<file path="config.mk">
export PLATFORM = sky130hd
export DESIGN_NAME = mlbc_rsp_serializer
export DESIGN_NICKNAME = d
export VERILOG_FILES = /design/src/sv/mlbc_pkg.sv /design/src/sv/mlbc_rsp_serializer.sv
export SDC_FILE = /design/constraint.sdc
export NUM_CORES = 1
export LEC_CHECK = 0
export ABC_AREA = 1
export BUFFER_PORTS_ARGS = -buffer_cell sky130_fd_sc_hd__buf_4
export CORE_ASPECT_RATIO = 1.4
export CORE_MARGIN = 3
export CORE_UTILIZATION = 40
export DETAILED_ROUTE_END_ITERATION = 8
export PLACE_DENSITY = 0.68
export RECOVER_POWER = 50
export SLEW_MARGIN = 20
export SYNTH_ARGS = -nofsm -noshare
export SYNTH_HDL_FRONTEND = slang
export SYNTH_SLANG_ARGS = --single-unit
export TNS_END_PERCENT = 100
</file>
<file path="constraint.sdc">
create_clock -name clock -period 5.9 [get_ports clock]
set_input_delay 0.59 -clock clock [delete_from_list [all_inputs] [get_ports clock]]
set_output_delay 0.59 -clock clock [all_outputs]
set_load 0.1 [all_outputs]
</file>
<file path="src/sv/mlbc_pkg.sv">
// ============================================================================
// mlbc_pkg: shared types, constants and kernel arithmetic
// Sizes of the multichannel 3x3 line-buffer convolution, the four fixed
// kernels and the per-channel kernel sum used by the datapath.
// ============================================================================
package mlbc_pkg;

   localparam int WINDOW       = 3;
   localparam int FILTERS      = 4;
   localparam int MAX_WIDTH    = 1024;
   localparam int MAX_CHANNELS = 8;
   localparam int PIXEL_BITS   = 8;

   localparam int CH_BITS   = $clog2(MAX_CHANNELS);
   localparam int COL_BITS  = $clog2(MAX_WIDTH);
   localparam int ROW_BITS  = 12;
   localparam int FILT_BITS = $clog2(FILTERS);

   // Configuration register widths.
   localparam int CC_BITS        = 4;
   localparam int IW_BITS        = 11;
   localparam int IH_BITS        = 12;
   localparam int CSR_DATA_BITS  = 12;
   localparam int CSR_INDEX_BITS = 2;

   localparam logic [CC_BITS-1:0] CC_RESET = CC_BITS'(1);
   localparam logic [IW_BITS-1:0] IW_RESET = IW_BITS'(1024);
   localparam logic [IH_BITS-1:0] IH_RESET = IH_BITS'(1024);

   // One kernel over one channel adds at most eight pixels.
   localparam int KSUM_BITS = 11;
   localparam int SUM_BITS  = 15;

   localparam int ROW_ADDR_BITS = CH_BITS + COL_BITS;
   localparam int ROW_DEPTH     = MAX_CHANNELS * MAX_WIDTH;

   typedef enum logic [CSR_INDEX_BITS-1:0] {
      CSR_CHANNEL_COUNT = 2'd0,
      CSR_IMAGE_WIDTH   = 2'd1,
      CSR_IMAGE_HEIGHT  = 2'd2
   } csr_reg_type;

   typedef logic [PIXEL_BITS-1:0]    pix_type;
   typedef logic [KSUM_BITS-1:0]     ksum_type;
   typedef logic [SUM_BITS-1:0]      sum_type;
   typedef logic [ROW_ADDR_BITS-1:0] row_addr_type;

   // One window column, index 0 is the top row.
   typedef pix_type [WINDOW-1:0] col_type;
   // Full window, index 0 is the oldest column.
   typedef col_type [WINDOW-1:0] window_type;

   typedef ksum_type [FILTERS-1:0] ksum_vec_type;
   typedef sum_type  [FILTERS-1:0] sum_vec_type;

   // Line buffer entry of one channel and column: the two previous rows.
   typedef struct packed {
      pix_type older;
      pix_type newer;
   } row_word_type;

   // Window history of one channel: the two previous columns.
   typedef struct packed {
      col_type older;
      col_type newer;
   } win_word_type;

   // Four finished sums of one pixel, handed to the result serializer.
   typedef struct packed {
      sum_vec_type sums;
   } sum_group_type;

   // Kernels, indexed [filter][row][column].
   localparam bit KERNEL [FILTERS][WINDOW][WINDOW] = '{
      '{'{1'b1, 1'b0, 1'b1}, '{1'b1, 1'b0, 1'b1}, '{1'b1, 1'b0, 1'b1}},
      '{'{1'b0, 1'b1, 1'b0}, '{1'b1, 1'b1, 1'b1}, '{1'b0, 1'b1, 1'b0}},
      '{'{1'b1, 1'b1, 1'b1}, '{1'b1, 1'b0, 1'b1}, '{1'b1, 1'b1, 1'b1}},
      '{'{1'b0, 1'b1, 1'b0}, '{1'b1, 1'b0, 1'b1}, '{1'b0, 1'b1, 1'b0}}
   };

   // Sum of the window pixels selected by one kernel.
   function automatic ksum_type kernel_sum(input window_type win,
                                           input logic [FILT_BITS-1:0] f);
      ksum_type s;
      s = '0;
      for (int r = 0; r < WINDOW; r++) begin
         for (int c = 0; c < WINDOW; c++) begin
            if (KERNEL[f][r][c]) begin
               s = s + KSUM_BITS'(win[c][r]);
            end
         end
      end
      return s;
   endfunction

endpackage

</file>
<file path="src/sv/mlbc_rsp_serializer.sv">
// ============================================================================
// mlbc_rsp_serializer: four-beat result output
// Takes the four sums of a pixel as one group and sends them as four beats,
// with a second group slot that takes the next group while one is sent.
// ============================================================================
module mlbc_rsp_serializer (
   input  logic                                 clock,
   input  logic                                 reset,
   input  logic                                 load_valid,
   output logic                                 load_ready,
   input  mlbc_pkg::sum_group_type              load_group,
   output logic                                 rsp_valid,
   input  logic                                 rsp_ready,
   output logic [mlbc_pkg::SUM_BITS-1:0]        rsp_sum,
   output logic [mlbc_pkg::FILT_BITS-1:0]       rsp_filter_index,
   output logic                                 rsp_last
);

   logic                              cur_valid_ff, cur_valid_in;
   logic [mlbc_pkg::FILT_BITS-1:0]    beat_ff, beat_in;
   mlbc_pkg::sum_group_type           cur_ff, cur_in;
   logic                              pend_valid_ff, pend_valid_in;
   mlbc_pkg::sum_group_type           pend_ff, pend_in;

   logic fire;
   logic cur_done;
   logic cur_free;
   logic load;

   assign load_ready       = !pend_valid_ff;
   assign rsp_valid        = cur_valid_ff;
   assign rsp_sum          = cur_ff.sums[beat_ff];
   assign rsp_filter_index = beat_ff;
   assign rsp_last         = (beat_ff == mlbc_pkg::FILT_BITS'(mlbc_pkg::FILTERS - 1));

   assign fire     = cur_valid_ff && rsp_ready;
   assign cur_done = fire && rsp_last;
   assign cur_free = !cur_valid_ff || cur_done;
   assign load     = load_valid && load_ready;

   always_comb begin
      cur_valid_in  = cur_valid_ff;
      beat_in       = beat_ff;
      cur_in        = cur_ff;
      pend_valid_in = pend_valid_ff;
      pend_in       = pend_ff;
      if (cur_free) begin
         beat_in = '0;
         if (pend_valid_ff) begin
            cur_in        = pend_ff;
            cur_valid_in  = 1'b1;
            pend_valid_in = 1'b0;
         end else if (load) begin
            cur_in       = load_group;
            cur_valid_in = 1'b1;
         end else begin
            cur_valid_in = 1'b0;
         end
      end else begin
         if (fire) begin
            beat_in = beat_ff + mlbc_pkg::FILT_BITS'(1);
         end
         if (load) begin
            pend_in       = load_group;
            pend_valid_in = 1'b1;
         end
      end
   end

   always_ff @(posedge clock) begin
      if (reset) begin
         cur_valid_ff  <= 1'b0;
         beat_ff       <= '0;
         pend_valid_ff <= 1'b0;
      end else begin
         cur_valid_ff  <= cur_valid_in;
         beat_ff       <= beat_in;
         pend_valid_ff <= pend_valid_in;
      end
      cur_ff  <= cur_in;
      pend_ff <= pend_in;
   end

`ifndef ASSERT_OFF
   // The waiting slot is only filled while a group is being sent.
   a_pend_needs_cur: assert property (@(posedge clock) disable iff (reset)
      pend_valid_ff |-> cur_valid_ff)
      else $error("waiting group without a group in flight");

   // A group is never broken off: a non-final beat is followed by the next one.
   a_group_continues: assert property (@(posedge clock) disable iff (reset)
      (rsp_valid && rsp_ready && !rsp_last) |=>
         (rsp_valid && rsp_filter_index ==
            $past(rsp_filter_index) + mlbc_pkg::FILT_BITS'(1)))
      else $error("result group interrupted");
`endif

endmodule

</file>
# After elaboration in Yosys (flattened, before gate mapping)
# Index checks and enable logic that the tools add are counted.
# op_classes
eq_ne	1
bitwise_logic	1
muxes	6
n_lt_le_gt_ge	1
add_sub_neg	1
n_reduce_logical	10
# ops
op	n
$mux W60	2
$bmux W15 S2	1
$mux W15	1
$reduce_and A2 Y1	2
$logic_and A1 B1 Y1	3
$lt A2 B3 Y1 const B	1
$add A2 B1 Y2 const B	1
$eq A2 B2 Y1 const B	1
$logic_not A1 Y1	2
$mux W1	2
$reduce_bool A2 Y1	1
$reduce_or A2 Y1	1
$logic_or A1 B1 Y1	1
$not A1 Y1	1
# totals
inputBits	64
reg_bits	124
out_inout_bits	20
word_cells	31

# Depth between registers and ports, before layout
# Gate-level depths: netlist of run 1.
# depth
ltp_word	5
ltp_mapped	5
depth_no_buf	4

# Worst setup path before layout of run 1
# Ideal clock, no wire load.
# synth_timing
path_type	register to register
start	reg beat_ff, in the netlist rsp_filter_index[0]
end	reg cur_ff[0] (netlist bit) (enable)
arrival_ns	5.100
t_required_ns	5.402
path_buffers	0
setup_time_ns	0.498
slack_ns	0.303
path_stages_with_launch	4
path_cell_list	dfxtp_1 ha_1 nand2_1 a21oi_1
# synth_between
elab_chain_cells	4
# synth_lines
element	line_no	text
start, declared	mlbc_rsp_serializer.sv:20	logic [mlbc_pkg::FILT_BITS-1:0] beat_ff, beat_in;
start signal, assigned	mlbc_rsp_serializer.sv:77	beat_ff <= beat_in;
$eq A2 B2 Y1	mlbc_rsp_serializer.sv:34	assign rsp_last = (beat_ff == mlbc_pkg::FILT_BITS'(mlbc_pkg::FILTERS - 1));
net rsp_last	mlbc_rsp_serializer.sv:16	output logic rsp_last
$logic_and A1 B1 Y1	mlbc_rsp_serializer.sv:37	assign cur_done = fire && rsp_last;
$logic_or A1 B1 Y1	mlbc_rsp_serializer.sv:38	assign cur_free = !cur_valid_ff || cur_done;
$reduce_and A2 Y1 (no line)	-	
end signal, assigned	mlbc_rsp_serializer.sv:80	cur_ff <= cur_in;
end, declared	mlbc_rsp_serializer.sv:21	mlbc_pkg::sum_group_type cur_ff, cur_in;
# The timed path passes the listed nets, and every way through them passes these cells.
# A chain may end at the register's enable or synchronous reset.

# Worst setup path in the final report of run 1
# layout_timing
start	reg pend_valid_ff
end	out load_ready
# layout_between
elab_chain_cells	1
# layout_lines
element	line_no	text
start, declared	mlbc_rsp_serializer.sv:22	logic pend_valid_ff, pend_valid_in;
start signal, assigned	mlbc_rsp_serializer.sv:78	pend_valid_ff <= pend_valid_in;
$logic_not A1 Y1	mlbc_rsp_serializer.sv:30	assign load_ready = !pend_valid_ff;
end, declared	mlbc_rsp_serializer.sv:10	output logic load_ready,
# Every way passes these cells.

==> results of run 1 <==
-- power by group through the flow --
stage | clock network, mW | registers, mW | logic [mW]
global route | 1.14 | 1.07 | 0.289
CTS | 1.10 | 1.07 | 0.281
global placement | 0 | 1.08 | 0.275
floorplan | 0 | 1.09 | 0.188
detailed placement | 0 | 1.09 | 0.279
finish | 1.08 | 1.07 | 0.266
-- worst max-delay path: cells and delay by family (launching register included) --
family	cells	cell delay [ns]
flops	1	0.54
buf+inv	2	1.83
-- metal layers --
metal	global-route usage (%)	up-vias
li1	-	1794
met1	19.42	1670
met2	25.50	105
met3	4.771	8
met4	6.071	0
met5	0	-
-- cell usage after synthesis --
library cell,instances,area (um^2)
a21oi_1,3,15.01
buf_2,15,75.07
buf_6,6,67.56
clkbuf_4,1,7.510
dfxtp_1,4,80.08
edfxtp_1,120,3603
ha_1,1,12.51
inv_1,61,229.0
inv_2,3,11.26
nand2_1,259,972.2
nand3_1,34,170.2
nor2_1,3,11.26
o21ai_0,1,5.000
-- flip-flops by register name, indices dropped and copies added (netlist names) --
register	count
rsp_valid	1
pend_ff	60
cur_ff	60
pend_valid_ff	1
rsp_filter_index	2
-- area by class of cell --
class	count	share of cell area, %
repair buffers	86	7.921
clock inverters	10	2.640
multi-input cells	301	18.70
flip-flops and latches	124	57.21
inverters	64	3.727
well taps	150	2.912
clock buffers	22	6.892
-- cells in the final DEF (no fill, tap or decap) --
cell       Yosys  routed
edfxtp_1     120     120
buf_4          0      23
nand3_1       34      34
nand2_1      259     259
clkinv_1       0       4
o21ai_0        1       1
a21oi_4        0       1
bufinv_16      0       5
inv_1         61      62
clkbuf_4       1      27
nor2_1         3       2
nor2_4         0       1
a21oi_1        3       2
clkbuf_16      0      17
dfxtp_1        4       3
dfxtp_4        0       1
clkinv_2       0       1
ha_1           1       1
inv_2          3       2
clkbuf_1       0      41
-- through the flow --
| stage | util, % | setup slack (ns) | cell area, um^2 |
|---|---|---|---|
| 4_1_cts | 52.15 | 2.553 | 6578 |
| 2_1_floorplan | - | 0.3026 | 5260 |
| 3_3_place_gp | 47.28 | 3.064 | 5963 |
| 5_1_grt | 51.10 | 2.258 | 6445 |
| 3_5_place_dp | 47.28 | 3.011 | 5963 |
| 6_report | 51.10 | 2.525 | 6445 |
-- worst min-delay path by stage --
stage | startpoint | to | slack, ns | depth (start not counted)
CTS | load_group[18] | pend_ff[18] | 0.35 | 1
detailed placement | pend_ff[49] | cur_ff[49] | 0.50 | 2
global route | load_group[27] | pend_ff[27] | 0.37 | 1
finish | load_group[25] | pend_ff[25] | 0.39 | 1
floorplan | pend_ff[0] | cur_ff[0] | 0.49 | 2
global placement | pend_ff[54] | cur_ff[54] | 0.50 | 2
-- kinds of logic (layout without fill, tap and decap cells) --
kind of cell,count (synthesis),in the layout,synth area share [%]
adders and majority gates,1,1,0.2378
DFF,124,124,70.03
and+or+nand+nor,296,296,21.93
AOI/OAI and AO/OA,4,4,0.3804
buffers and inverters,86,182,7.421
==> impl_results.md, run 1 <==
* Yosys reg bits at 124
* Setup crit start: pend_valid_ff
* Htree depth at 4
* Sum Neg Setup Slack at 0 ns
* Violated checks: max-capacitance violations, max-slew violations
* Met2 Routed Length at 5582 um
* Ratio of cells with drive above 1 in the final layout at 12.85%
* Setup crit end: load_ready
* First-pass GRT wire length at 17130 um
* Initial antenna violation count at 0
* Pwr/cell area at 374.9 mW/mm^2
* Min cycle time layout at 3.375 ns
* M1 WL at 4547 um
* Layout fillers at 1145
* Critical path class: reg2out
* R2R depth at 4
* Clock sinks at 124
* Clock power share at 44.8%
* Mapped Nets at 576
* HPWL Detailed at 7291 um
* CTS root buf: clkbuf_16
* WP data required at 5.31 ns
* RSZ-0062 raised after global routing: false
* Die area at 0.01458 mm^2
* Final Wtd Congestion at 0.8054
* Met3 Wirelength at 564 um
* IR drop worst, VDD at 0.1805 mV
* Routed vias at 3577
* DRT iter0 DRCs at 252
* Area Overhead vs Synth at 22.53%
* Post-CTS resize count at 0
* Critical path data arrival time at 2.79 ns
* Synth Cell Area at 0.005260 mm^2
* DRT Pass-1 Iters at 5
* Layout Cells excl Fill at 757
* Highest routed metal layer: met4
* Gate count of the mapped netlist at 511
* Placed Cells at 725
* Worst R2R End: cur_ff[53]
* Largest net degree at the start of global routing at 64
* Switching power at 0.5639 mW
* Setup bufs post-CTS at 0
* CP Capture Type: primary output
* Die H at 141.7 um
* CP cell instances: inv_1 > buf_4
* IO Port Bufs at 83
* ANT nets after route at 0
* Layout net count at 659
* DRC at 0
* Row count at 48
* Worst-path clk slew at 0.05 ns
* Final hold vios at 0
* Pwr Total at 2.416 mW
* Die width at 102.9 um
* CORE AREA at 0.01261 mm^2
* Pleak at 2.855 nW
* Global route overflow at 0
* Crit-path max FO at 63
* Tot GR Track Use at 15.68%
* Int Pwr at 1.853 mW
* Max cap viols at 1
* Area of the multi-input gates at 0.001205 mm^2
* Sequential share of power at 44.2%
* Worst Max-Slew Pin Slew at 1.762 ns
* Synth cell types at 13
* Seq/Total Area, Yosys at 70.03%
* Largest stage delay on the critical path at 1.34 ns
* CP max stage cell: inv_1
* WL/cell at 14.29 um
* Via-per-instance ratio at 4.725
* Clk Latency, worst-skew pair at 0.41 ns
* CTS buffer count at 17
* Syn avg cell area at 10.29 um^2
* Final Cycle Share at 57.21%
* Register area at 0.003687 mm^2
* Hold buffer count at cts at 0
* R2R Setup Slk at 3.51 ns
* Fmax at 0.2963 GHz
* Hold_ws at 0.3861 ns
* Synth warn at 0
* Comb power frac at 11.0%
* Diode count at 0
* HP Class: in2reg
* Slew HR at -17.58%
* Final Max Tran Viols at 62
* Detailed Route WL at 10820 um
* Outcome: complete, but fails checks
* I/O pins at 84
* Worst setup SP type: register
* Final setup vio count at 0
* Initial Util at 41.71%
* Clk buf depth at 2
* Switching Share at 23.34%
* Vias in the first global route at 3441
* CTS tree: done
* Worst Skew at 0.004979 ns
* R2R Path Start: rsp_filter_index[1]
No activity file was read; power rests on OpenSTA's default activity.
==> run 2: changes to the inputs <==
==> constraint.sdc (replaced) <==
create_clock -name clock -period 3.3 [get_ports clock]
set_input_delay 0.33 -clock clock [delete_from_list [all_inputs] [get_ports clock]]
set_output_delay 0.33 -clock clock [all_outputs]
set_load 0.1 [all_outputs]
==> impl_results.md, run 2 (same netlist as run 1, synthesis figures left out) <==
* Outcome: finished, final reports clean (was complete, but fails checks)
* Routed vias at 3530 (was 3577)
* Worst R2R End: cur_ff[14] (was cur_ff[53])
* Largest net degree at the start of global routing at 61 (was 64)
* Via-per-instance ratio at 4.657 (was 4.725)
* HP Class: in2reg (unchanged)
* WHS Endpoint: rsp_valid (was pend_ff[25])
* Final hold vios at 0 (unchanged)
* Met3 Wirelength at 462 um (was 564 um)
* Global route overflow at 0 (unchanged)
* Finished Core Util at 51.25% (was 51.10%)
* Hold buffer count at cts at 0 (unchanged)
* Tot GR Track Use at 15.92% (was 15.68%)
* Sequential share of power at 44.6% (was 44.2%)
* Ratio of cells with drive above 1 in the final layout at 15.13% (was 12.85%)
* Pwr/cell area at 659.7 mW/mm^2 (was 374.9 mW/mm^2)
* CTS buffer count at 17 (unchanged)
* ANT nets after route at 0 (unchanged)
* Layout fillers at 1146 (was 1145)
* R2R depth at 4 (unchanged)
* Post-CTS resize count at 0 (unchanged)
* DRC at 0 (unchanged)
* Area of the multi-input gates at 0.001205 mm^2 (unchanged)
* Switching power at 1.032 mW (was 0.5639 mW)
* Clk buf depth at 2 (unchanged)
* IR drop worst, VDD at 0.2705 mV (was 0.1805 mV)
* Setup bufs post-CTS at 0 (unchanged)
* Worst Max-Slew Pin Slew at 1.210 ns (was 1.762 ns)
* I/O pins at 84 (unchanged)
* Hold Crit Start: reset (was load_group[25])
* HPWL Detailed at 7408 um (was 7291 um)
* Clk Latency, worst-skew pair at 0.41 ns (about the same)
* CORE AREA at 0.01261 mm^2 (unchanged)
* Hold path cells at 2 (was 1)
* Area Overhead vs Synth at 22.88% (was 22.53%)
* Switching Share at 24.19% (was 23.34%)
* Register area at 0.003685 mm^2 (was 0.003687 mm^2)
* Final setup vio count at 0 (unchanged)
* DRT iter0 DRCs at 161 (was 252)
* Final Max Tran Viols at 0 (was 62)
* Most frequent cells in the layout: nand2_1, edfxtp_1, inv_1 (unchanged)
* Final Cycle Share at 81.18%
* Hold_ws at 0.1276 ns (was 0.3861 ns)
* Highest routed metal layer: met4 (unchanged)
* Critical path class: reg2out (unchanged)
* Die area at 0.01458 mm^2 (unchanged)
* Most common cell after layout, fill and taps aside: nand2_1 (unchanged)
* M1 WL at 4436 um (was 4547 um)
* First-pass GRT wire length at 17520 um (was 17130 um)
* Diode count at 0 (unchanged)
* Max cap viols at 0 (was 1)
* R2R Path Start: pend_valid_ff (was rsp_filter_index[1])
* RSZ-0062 raised after global routing: false (unchanged)
* IO Port Bufs at 83 (unchanged)
* Row count at 48 (unchanged)
* Initial antenna violation count at 0 (unchanged)
* Die H at 141.7 um (unchanged)
* Detailed Route WL at 10770 um (was 10820 um)
* Worst Skew at 0.007002 ns (was 0.004979 ns)
* Min cycle time layout at 2.679 ns
* Pre-CTS WS at 1.226 ns (was 3.011 ns)
* Die width at 102.9 um (unchanged)
* Worst-path clk slew at 0.05 ns (about the same)
* Setup ws final at 0.6211 ns (was 2.525 ns)
* Final Wtd Congestion at 0.7983 (was 0.8054)
* Met2 Routed Length at 5645 um (was 5582 um)
* Initial Util at 41.71% (unchanged)
* Clock sinks at 124 (unchanged)
* Sum Neg Setup Slack at 0 ns (unchanged)
* Pleak at 2.874 nW (was 2.855 nW)
* Comb power frac at 11.4% (was 11.0%)
* Pwr Total at 4.264 mW (was 2.416 mW)
* Crit-path max FO at 19 (was 63)
* Layout net count at 661 (was 659)
* Fmax at 0.3733 GHz
* Slew HR at 19.69% (was -17.58%)
* WP data required at 2.97 ns (was 5.31 ns)
* R2R Setup Slk at 0.86 ns (was 3.51 ns)
* Vias in the first global route at 3606 (was 3441)
* Htree depth at 4 (unchanged)
* Critical path data arrival time at 2.35 ns (was 2.79 ns)
* Worst setup SP type: register (unchanged)
* CTS root buf: clkbuf_16 (unchanged)
* CTS tree: done (unchanged)
* WL/cell at 14.21 um (was 14.29 um)
* Clock power share at 44.0% (was 44.8%)
* Int Pwr at 3.232 mW (was 1.853 mW)
* CP Capture Type: primary output (unchanged)
* DRT Pass-1 Iters at 7 (was 5)
## run 2: changes by cell type in the layout (fill, tap and decap cells not counted), moves of 2 or more
cell and change:
clkbuf_1 -11, clkbuf_4 +7, clkinvlp_4 +3, clkbuf_2 +2, clkinv_2 +2
## run 2: final cells by class
cell class / instances / share of cell area (%)
clock inverter: 14 / 2.749
inverter: 64 / 3.717
clock buffer: 17 / 6.581
sequential: 124 / 57.01
multi-input combinational: 301 / 18.64
tap: 150 / 2.904
timing repair buffer: 88 / 8.401
## run 2: per-layer routing
layer,global-route usage [%],vias to the layer above
li1,-,1801
met1,18.45,1634
met2,26.65,82
met3,4.476,13
met4,7.844,0
met5,0,-
## run 2: stage by stage
step	area, um^2	instances
3_5_place_dp	5983	727
4_1_cts	6586	758
6_report	6464	758
5_1_grt	6464	758
3_3_place_gp	5983	727
2_1_floorplan	5284	511
## run 2: power groups by stage
| stage | Combinational [mW] | Clock (mW) | Sequential (mW) |
|---|---|---|---|
| after floorplan | 0.339 | 0 | 1.94 |
| after global placement | 0.499 | 0 | 1.93 |
| after detailed placement | 0.507 | 0 | 1.93 |
| after CTS | 0.508 | 1.91 | 1.90 |
| after global routing | 0.531 | 1.98 | 1.91 |
| final | 0.484 | 1.88 | 1.90 |
## run 2: worst max path at each step
| stage | slack (ns) | end | cells past startpoint | start |
|---|---|---|---|---|
| finish | 0.62 | rsp_last | 2 | rsp_filter_index[1] |
| global route | 0.53 | rsp_last | 2 | rsp_filter_index[1] |
| CTS | 0.87 | rsp_sum[8] | 6 | rsp_filter_index[0] |
| detailed placement | 1.23 | pend_ff[9] | 5 | rsp_filter_index[1] |
| global placement | 1.28 | cur_ff[10] | 4 | rsp_filter_index[1] |
| floorplan | 0.26 | cur_ff[0] | 3 | rsp_filter_index[0] |
## run 2: worst max-delay path, stage by stage, from the launching register on
cell and delay (ns):
dfxtp_1 0.74, ha_1 0.30, clkbuf_1 0.90
